--- src/rtl/ptq_pkg.sv ---
// Shared constants for the periodic task timer queue.
`timescale 1ns / 1ps
package ptq_pkg;

  localparam int unsigned QueueDepthDefault = 16;
  localparam int unsigned TaskSlotsDefault  = 16;

  // Result status codes
  localparam logic [2:0] ST_ADDED      = 3'd0;
  localparam logic [2:0] ST_DISPATCHED = 3'd1;
  localparam logic [2:0] ST_EMPTY      = 3'd2;
  localparam logic [2:0] ST_QFULL      = 3'd3;
  localparam logic [2:0] ST_TFULL      = 3'd4;

  // Request kinds
  localparam logic KIND_ADD      = 1'b0;
  localparam logic KIND_DISPATCH = 1'b1;

endpackage

--- src/rtl/periodic_task_timer_queue_core.sv ---
// Periodic task timer queue: sorted timer queue with a task table and one shared adder.
`timescale 1ns / 1ps
//
//  channel | signals                                            | role
//  --------+----------------------------------------------------+----------------------------
//  in      | in_valid, in_ready, kind, first_delay, period,     | add or dispatch request
//          | repeat_count, elapsed                              |
//  out     | out_valid, out_ready, task_id, wait_ticks, status  | one result per request
//
//  A full-table, full-queue or empty request goes straight to the result state.
//  An add walks from the tail toward the head, moving each later entry one place up.
//  A dispatch shifts every entry down one place, less the elapsed time, then
//  reinserts the task the same way unless its repeat count is 1. Every walk step is a
//  read then a write on the queue memory (one read port, one write port).
//  Reset: synchronous, clears the state, out_valid and the entry and task counts;
//  the memories need no clearing. Stalls: the block takes a new request while a
//  result waits in the output register and holds its last step until that slot frees.
module periodic_task_timer_queue_core #(
  parameter int unsigned QUEUE_DEPTH = ptq_pkg::QueueDepthDefault,
  parameter int unsigned TASK_SLOTS  = ptq_pkg::TaskSlotsDefault
) (
  input  logic        clk,
  input  logic        rst,
  input  logic        in_valid,
  output logic        in_ready,
  input  logic        kind,
  input  logic [30:0] first_delay,
  input  logic [30:0] period,
  input  logic [31:0] repeat_count,
  input  logic [30:0] elapsed,
  output logic        out_valid,
  input  logic        out_ready,
  output logic [3:0]  task_id,
  output logic [30:0] wait_ticks,
  output logic [2:0]  status
);
  import ptq_pkg::*;

  localparam int unsigned QIW  = $clog2(QUEUE_DEPTH);
  localparam int unsigned QCW  = $clog2(QUEUE_DEPTH + 1);
  localparam int unsigned TIDW = (TASK_SLOTS > 1) ? $clog2(TASK_SLOTS) : 1;
  localparam int unsigned TCW  = $clog2(TASK_SLOTS + 1);

  localparam logic [2:0] S_IDLE   = 3'd0;
  localparam logic [2:0] S_D_HEAD = 3'd1;
  localparam logic [2:0] S_D_RD   = 3'd2;
  localparam logic [2:0] S_D_WR   = 3'd3;
  localparam logic [2:0] S_D_TASK = 3'd4;
  localparam logic [2:0] S_I_CHK  = 3'd5;
  localparam logic [2:0] S_I_CMP  = 3'd6;
  localparam logic [2:0] S_DONE   = 3'd7;

  typedef struct packed {
    logic signed [31:0] t;
    logic [TIDW-1:0]    k;
  } qent_t;

  typedef struct packed {
    logic [30:0] per;
    logic [31:0] rep;
  } tent_t;

  // memories
  qent_t q_mem [QUEUE_DEPTH];
  tent_t t_mem [TASK_SLOTS];
  qent_t q_rdata;
  tent_t t_rdata;
  logic            q_we;
  logic [QIW-1:0]  q_waddr, q_raddr;
  qent_t           q_wdata;
  logic            t_we;
  logic [TIDW-1:0] t_waddr, t_raddr;
  tent_t           t_wdata;

  // control and working registers
  logic [2:0]         state;
  logic [QCW-1:0]     entry_count;
  logic [TCW-1:0]     task_total;
  logic [QCW-1:0]     idx;
  logic [QCW-1:0]     idx_m1;
  logic [30:0]        elapsed_q;
  logic signed [31:0] ins_t;
  logic [TIDW-1:0]    ins_k;
  logic signed [31:0] head_time;
  logic [TIDW-1:0]    res_id;
  logic [30:0]        res_wait;
  logic [2:0]         res_status;
  logic [7:0]         id8;

  // shared saturating adder
  logic signed [31:0] add_a;
  logic signed [32:0] add_b;
  logic signed [33:0] add_sum;
  logic signed [31:0] add_sat;

  assign idx_m1 = idx - QCW'(1);
  assign in_ready = (state == S_IDLE);

  always_comb begin
    if (state == S_D_TASK) begin
      add_a = head_time;
      add_b = $signed({2'b00, t_rdata.per});
    end else begin
      add_a = q_rdata.t;
      add_b = -$signed({2'b00, elapsed_q});
    end
    add_sum = $signed({{2{add_a[31]}}, add_a}) + $signed({add_b[32], add_b});
    if (add_sum[33:31] == 3'b000 || add_sum[33:31] == 3'b111) begin
      add_sat = add_sum[31:0];
    end else if (add_sum[33]) begin
      add_sat = 32'sh8000_0000;
    end else begin
      add_sat = 32'sh7fff_ffff;
    end
  end

  // memory port control
  always_comb begin
    q_we    = 1'b0;
    q_waddr = idx[QIW-1:0];
    q_wdata = '{t: ins_t, k: ins_k};
    q_raddr = '0;
    t_we    = 1'b0;
    t_waddr = task_total[TIDW-1:0];
    t_wdata = '{per: period, rep: repeat_count};
    t_raddr = q_rdata.k;
    unique case (state)
      S_IDLE: begin
        t_we = in_valid && kind == KIND_ADD && task_total < TCW'(TASK_SLOTS)
               && entry_count < QCW'(QUEUE_DEPTH);
      end
      S_D_RD: q_raddr = idx[QIW-1:0];
      S_D_WR: begin
        q_we    = 1'b1;
        q_waddr = idx_m1[QIW-1:0];
        q_wdata = '{t: add_sat, k: q_rdata.k};
      end
      S_D_TASK: begin
        t_we    = t_rdata.rep != 32'd0 && t_rdata.rep != 32'd1;
        t_waddr = res_id;
        t_wdata = '{per: t_rdata.per, rep: t_rdata.rep - 32'd1};
      end
      S_I_CHK: begin
        q_raddr = idx_m1[QIW-1:0];
        q_we    = (idx == '0);
      end
      S_I_CMP: begin
        q_we = 1'b1;
        if (q_rdata.t > ins_t) q_wdata = q_rdata;
      end
      default: ;
    endcase
  end

  always_ff @(posedge clk) begin
    if (q_we) q_mem[q_waddr] <= q_wdata;
    q_rdata <= q_mem[q_raddr];
    if (t_we) t_mem[t_waddr] <= t_wdata;
    if (state == S_D_HEAD) t_rdata <= t_mem[t_raddr];
  end

  // sequencer
  always_ff @(posedge clk) begin
    if (rst) begin
      state       <= S_IDLE;
      entry_count <= '0;
      task_total  <= '0;
      out_valid   <= 1'b0;
    end else begin
      if (state == S_DONE && (!out_valid || out_ready)) begin
        out_valid <= 1'b1;
      end else if (out_valid && out_ready) begin
        out_valid <= 1'b0;
      end
      unique case (state)
        S_IDLE: begin
          if (in_valid) begin
            elapsed_q  <= elapsed;
            res_id     <= '0;
            res_wait   <= '0;
            if (kind == KIND_ADD) begin
              if (task_total >= TCW'(TASK_SLOTS)) begin
                res_status <= ST_TFULL;
                state      <= S_DONE;
              end else if (entry_count >= QCW'(QUEUE_DEPTH)) begin
                res_status <= ST_QFULL;
                state      <= S_DONE;
              end else begin
                res_status <= ST_ADDED;
                res_id     <= task_total[TIDW-1:0];
                ins_t      <= $signed({1'b0, first_delay});
                ins_k      <= task_total[TIDW-1:0];
                task_total <= task_total + TCW'(1);
                idx        <= entry_count;
                state      <= S_I_CHK;
              end
            end else if (entry_count == '0) begin
              res_status <= ST_EMPTY;
              state      <= S_DONE;
            end else begin
              // q_raddr defaults to the head
              res_status <= ST_DISPATCHED;
              state      <= S_D_HEAD;
            end
          end
        end
        S_D_HEAD: begin
          res_id    <= q_rdata.k;
          res_wait  <= q_rdata.t[31] ? 31'd0 : q_rdata.t[30:0];
          head_time <= add_sat;
          idx       <= QCW'(1);
          state     <= S_D_RD;
        end
        S_D_RD: begin
          if (idx < entry_count) begin
            state <= S_D_WR;
          end else begin
            entry_count <= entry_count - QCW'(1);
            state       <= S_D_TASK;
          end
        end
        S_D_WR: begin
          idx   <= idx + QCW'(1);
          state <= S_D_RD;
        end
        S_D_TASK: begin
          if (t_rdata.rep == 32'd1) begin
            state <= S_DONE;
          end else begin
            ins_t <= add_sat;
            ins_k <= res_id;
            idx   <= entry_count;
            state <= S_I_CHK;
          end
        end
        S_I_CHK: begin
          if (idx == '0) begin
            entry_count <= entry_count + QCW'(1);
            state       <= S_DONE;
          end else begin
            state <= S_I_CMP;
          end
        end
        S_I_CMP: begin
          if (q_rdata.t > ins_t) begin
            idx   <= idx_m1;
            state <= S_I_CHK;
          end else begin
            entry_count <= entry_count + QCW'(1);
            state       <= S_DONE;
          end
        end
        S_DONE: begin
          if (!out_valid || out_ready) begin
            state <= S_IDLE;
          end
        end
        default: state <= S_IDLE;
      endcase
    end
  end

  // result register, loaded as the request completes
  always_ff @(posedge clk) begin
    if (state == S_DONE && (!out_valid || out_ready)) begin
      task_id    <= id8[3:0];
      wait_ticks <= res_wait;
      status     <= res_status;
    end
  end

  assign id8 = 8'(res_id);

endmodule

--- config.mk ---
export PLATFORM = sky130hd
export DESIGN_NAME = periodic_task_timer_queue_core
export DESIGN_NICKNAME = d
export VERILOG_FILES = /design/src/rtl/ptq_pkg.sv /design/src/rtl/periodic_task_timer_queue_core.sv
export SDC_FILE = /design/constraint.sdc
export NUM_CORES = 2
export LEC_CHECK = 0
export ABC_CLOCK_PERIOD_IN_PS = 14500
export BUFFER_PORTS_ARGS = -buffer_cell sky130_fd_sc_hd__buf_2
export CAP_MARGIN = 30
export CELL_PAD_IN_SITES_DETAIL_PLACEMENT = 1
export CELL_PAD_IN_SITES_GLOBAL_PLACEMENT = 1
export CORE_MARGIN = 8
export CORE_UTILIZATION = 58
export CTS_CLUSTER_SIZE = 10
export DETAILED_ROUTE_END_ITERATION = 7
export GPL_ROUTABILITY_DRIVEN = 0
export PLACE_DENSITY_LB_ADDON = 0.1
export SYNTH_ARGS = -nofsm -noshare
export SYNTH_HDL_FRONTEND = slang
export SYNTH_SLANG_ARGS = --single-unit
--- constraint.sdc ---
create_clock -name clk -period 14.5 [get_ports clk]
set_input_delay 0.725 -clock clk [delete_from_list [all_inputs] [get_ports clk]]
set_output_delay 0.725 -clock clk [all_outputs]
set_load 0.005 [all_outputs]
* Word level (Yosys, flattened, before mapping)
Memory sizes are Yosys's and may differ from the RTL's. A register that Yosys moved wholly into a read port is not among the register bits.
Cells that the tools add are included.
Widths: inputs -> output; s select.
** Operators by class
- $add $sub $neg :: 8
- Multipliers :: 0
- Div/mod/pow operators :: 0
- Order comparisons :: 6
- Eq/ne operators :: 20
- Shift operators :: 0
- Multiplexer cells :: 64
- Bitwise operators :: 4
- Reductions and logical operators :: 29
** Operator list (number)
- $mux 32 :: 8
- $pmux 36 s2 :: 1
- $pmux 32 s2 :: 1
- $mux 63 :: 1
- $mux 31 :: 2
- $pmux 31 s2 :: 1
- $mux 5 :: 9
- $mux 4 :: 11
- $mux 36 :: 1
- $add 32x33->34 :: 1
- $mux 33 :: 1
- $neg 31->33 :: 1
- $eq 32x1->1 const B :: 1
- $gt 32x32->1 :: 1
- $ne 32x1->1 const B :: 1
- $reduce_bool 32->1 :: 1
- $sub 32x1->32 const B :: 1
- $pmux 5 s5 :: 1
- $pmux 4 s2 :: 3
- $mux 3 :: 7
- $pmux 3 s7 :: 1
- $ne 2x2->1 const B :: 10
- $add 5x1->5 const B :: 3
- $eq 3x3->1 const B :: 5
- other kinds (26) :: 58
** Storage, ports and cells
- Register bits after elaboration :: 194
- Latch bits :: 0
- Bits in writable memories :: 1584
- Memory bits (read-only) :: 0
- Input bits :: 130
- Output and inout bits :: 40
- Word-level logic and storage cells :: 148
- Memories kept :: 2
** Memory list
- t_mem :: words 16, bits a word 63, rd ports 1, clocked after memory_dff 1, write ports 1, RTL line periodic_task_timer_queue_core.sv:65 : tent_t t_mem [TASK_SLOTS];
- q_mem :: words 16, bits a word 36, rd ports 1, clocked after memory_dff 1, write ports 1, RTL line periodic_task_timer_queue_core.sv:64 : qent_t q_mem [QUEUE_DEPTH];

* Logic depth before layout (Yosys ltp)
- Depth after elaboration :: 8
- Gate-level depth with buffers :: 22
- Depth with buffers taken out :: 19

* Least setup slack after synthesis
OpenSTA, ideal clock, no wires.
- Path kind :: flip-flop to flip-flop
- Start point :: register state[0]
- End point :: register head_time[0], enable pin
- Library setup time :: 0.425 ns
- Arrival time :: 7.304 ns
- Data required time :: 14.075 ns
- Path slack :: 6.770 ns
- Cell stages (with the launch flop) :: 4
- Buffers on the path :: 1
- Period minus slack after synthesis :: 7.730 ns
- Cells stage by stage :: dfxtp_1 > clkbuf_1 > nor3b_1 > nor2b_1
** Between the ends
- Word-level cells in the longest chain between the ends :: 2
** RTL lines
- start: declaration :: RTL line periodic_task_timer_queue_core.sv:76 : logic [2:0] state;
- start signal: assignment :: RTL line periodic_task_timer_queue_core.sv:165 : state <= S_IDLE;
- start signal: assignment :: RTL line periodic_task_timer_queue_core.sv:184 : state <= S_DONE;
- start signal: assignment :: RTL line periodic_task_timer_queue_core.sv:187 : state <= S_DONE;
- $eq 3x1->1 :: RTL line periodic_task_timer_queue_core.sv:175 : unique case (state)
- $reduce_and 2->1 (no line)
- end signal: assignment :: RTL line periodic_task_timer_queue_core.sv:210 : head_time <= add_sat;
- end: declaration :: RTL line periodic_task_timer_queue_core.sv:84 : logic signed [31:0] head_time;
Every way passes these cells.
A chain may end at the register's enable or synchronous reset.

==> flow_metrics.tcl <==
set metrics [dict create \
    max_cap_viol_count 0 \
    dp_hpwl_um 130200 \
    post-route-util_pct 65.72 \
    ys_seq_elements 1877 \
    post-place-ws_ns 7.413 \
    ys_types 78 \
    cp_max_fo 73 \
    critPathRequiredTime_ns 14.96 \
    leakage_uw 0.02886 \
    hold_viol 0 \
    synth.top_cell.area_share_pct 71.68 \
    fin_crit_sh_pct 48.28 \
    cts_resized 0 \
    min_path_type "in2reg" \
    layout-drive-gt1-share_pct 19.23 \
    setup_viol 0 \
    fin_skew_ns 0.02737 \
    tightest_slew_ns 1.133 \
    synth_seq_area_share_pct 72.99 \
    holdPathStages 1 \
    rsz0062_at_grt "no" \
    cts.sinks 1877 \
    vdd_drop_max_mv 0.2384 \
    drt-initial-drc-count 4660 \
    vias 44670 \
    startpoint_type "flop" \
    grt_antenna_before_repair 6 \
    areaGrowthSynthToFinish_pct 12.75 \
    clkLatencyLatePin_ns 0.84 \
    synth_area_leader_cell "edfxtp_1" \
    worst_slack_ns 7.500 \
    synth_area_um2 76540 \
    outcome "finished, final reports clean" \
    cts_setup_buffers 0 \
    r2r_setup_slack_ns 7.50 \
    drc 0 \
    r2r-end "q_mem[0][4]" \
    crit_arrival_ns 7.46 \
    synth_area_per_cell_um2 16.51 \
    wirelength_um 221700 \
    die_area_um2 143800 \
    powerDensity_nw_per_um2 221.4 \
    synth_edf_count 1827 \
    ant_nets 0 \
    r2r_cells 16 \
    fp.dieW_um 379.3 \
    regArea_um2 55880 \
    clock_path_buffers 3 \
    cts_hold_buf 0 \
    grt_pass1_vias 47470 \
    r2r_start "state[0]" \
    synthesis.nets 4849 \
    crit_chain "or3_4 > buf_4 > buf_4 > nand2_1 > nand2_1 > ha_1 > a211oi_1 > nor3_1 > o211ai_1 > o21bai_1 > a21oi_1 > xnor2_1 > a31oi_4 > nand2b_2 > buf_12 > o221ai_1" \
    synthArstFlopShare_pct 0 \
    cts_made_buffers 208 \
    cp_slowest_cell "o221ai_1" \
    num-fill-cells 11240 \
    clkTransAtPathRegs_ns 0.06 \
    crit_start "state[0]" \
    ys_warn_count 0 \
    dr.pass1.iters 5 \
    synth_ff_type "edfxtp_1" \
    tns_ns 0 \
    grt_usage_pct 30.69 \
    slew_violations 0 \
    wl_per_cell_um 32.81 \
    grt_pass1_wl_um 320300 \
    synthesis.instances 4636 \
    boundaryPins 170 \
    rows 133 \
    cts_root_buf "clkbuf_16" \
    final_common_cell "edfxtp_1" \
    die_h_um 379.3 \
    synth_area_leaders "edfxtp_1 72%, mux4_2 9.3%, nand2_1 3.5%, a211oi_1 1.5%, ha_1 1.3%" \
    overflow 0 \
    max_freq_mhz 142.9 \
    max_stage_delay_ns 0.88 \
    io_buffers 169 \
    slew_headroom_pct 24.44 \
    crit_path_end_kind "flop" \
    nets 5116 \
    min_from "elapsed[6]" \
    core_um2 131300 \
    finalCriticalPeriod_ns 7.000 \
    htreeDepth 4 \
    multi_input_area_um2 19730 \
    post_drt_via_cell_ratio 6.612 \
    cts_tree "built" \
    hold_end "elapsed_q[6]" \
    final_cell_mix "1827 x edfxtp_1, 720 x nand2_1, 315 x mux4_2, 211 x clkbuf_16, 170 x buf_2" \
    grt_max_degree 175 \
    start_util_pct 58.29 \
    critical_path_class "reg2reg" \
]
[per-stage QoR]
| step | instances | hold slack [ns] | instance area, um2 | power [uW] |
|---|---|---|---|---|
| after CTS | 6727 | 0.02168 | 86020 | 19000 |
| after detailed placement | 6423 | 0.4061 | 80150 | 14270 |
| after floorplan | 4636 | 0.4003 | 76540 | 11700 |
| final | 6756 | 0.07132 | 86290 | 19110 |
| after global routing | 6753 | 0.04831 | 86290 | 19730 |
| after global placement | 6405 | 0.4012 | 79810 | 13920 |
[final cells by class]
cell class,count,share of cell area (%)
clock buffers,288,6.477
multi-input cells,2418,22.87
well taps,1755,2.545
diodes,4,0.01160
inverters,70,0.3045
repair buffers,328,2.723
clock inverters,16,0.3204
flip-flops and latches,1877,64.75
[logic make-up after synthesis]
family	after synthesis	synth area share [%]
muxes	325	9.408
xor gates and xnor gates	94	1.076
AOI/OAI and AO/OA	685	6.214
DFF	1877	72.99
buffers and inverters	341	1.720
and+or+nand+nor	1231	7.216
adders and majority gates	83	1.376
[cells in the mapped netlist, types with 33 or more instances]
library cell,instances
dfxtp_1,50
a211oi_1,153
a31oi_1,83
o21ai_0,107
edfxtp_1,1827
xnor2_1,47
nand2_1,721
a21oi_1,100
and2_1,144
or3_1,34
clkbuf_1,232
mux4_2,315
o211ai_1,42
ha_1,81
o221ai_1,33
xor2_1,47
inv_1,70
nand3_1,87
a311o_1,35
a311oi_1,40
nor2_1,132
[worst max-delay path: cells and delay by family (launching register included)]
family                     cells  cell delay, ns
DFF                            1            0.83
buffers and inverters          3            1.65
adders and majority gates      1            0.26
and+or+nand+nor                5            1.33
xor gates and xnor gates       1            0.25
AOI/OAI and AO/OA              6            2.25
[flip-flops by register name (all words and copies together), names as in the netlist, 4 cells and up]
| register | flops |
|---|---|
| elapsed_q | 31 |
| entry_count | 5 |
| head_time | 32 |
| idx | 5 |
| ins_k | 4 |
| ins_t | 32 |
| q_mem | 576 |
| q_rdata | 32 |
| res_id | 4 |
| res_wait | 31 |
| t_mem | 1008 |
| t_raddr | 4 |
| t_rdata | 63 |
| task_id | 4 |
| task_total | 5 |
| wait_ticks | 31 |
[per-layer routing]
layer / share of wire (%) / global-route usage, %
met3: 6.9 / 4.817
met2: 50 / 52.04
met5: 0 / 0
met4: 5.1 / 14.59
met1: 38 / 39.14
[worst max path at each step]
stage	end	depth (start not counted)	slack [ns]
after detailed placement	q_mem[3][8]	16	7.41
after global routing	q_mem[10][33]	16	7.09
after global placement	q_mem[1][8]	15	7.48
final	q_mem[0][4]	16	7.50
after CTS	q_mem[11][31]	16	7.34
after floorplan	head_time[0]	3	6.77
[power by group]
group | switching [uW] | total, uW | leakage [uW] | internal, uW
sequential | 522 | 7800 | 0.0169 | 7280
clock | 2040 | 4710 | 0.00283 | 2670
combinational | 4300 | 6600 | 0.00909 | 2300
total | 6860 | 19100 | 0.0289 | 12200
Power figures use the tool's default switching activity.
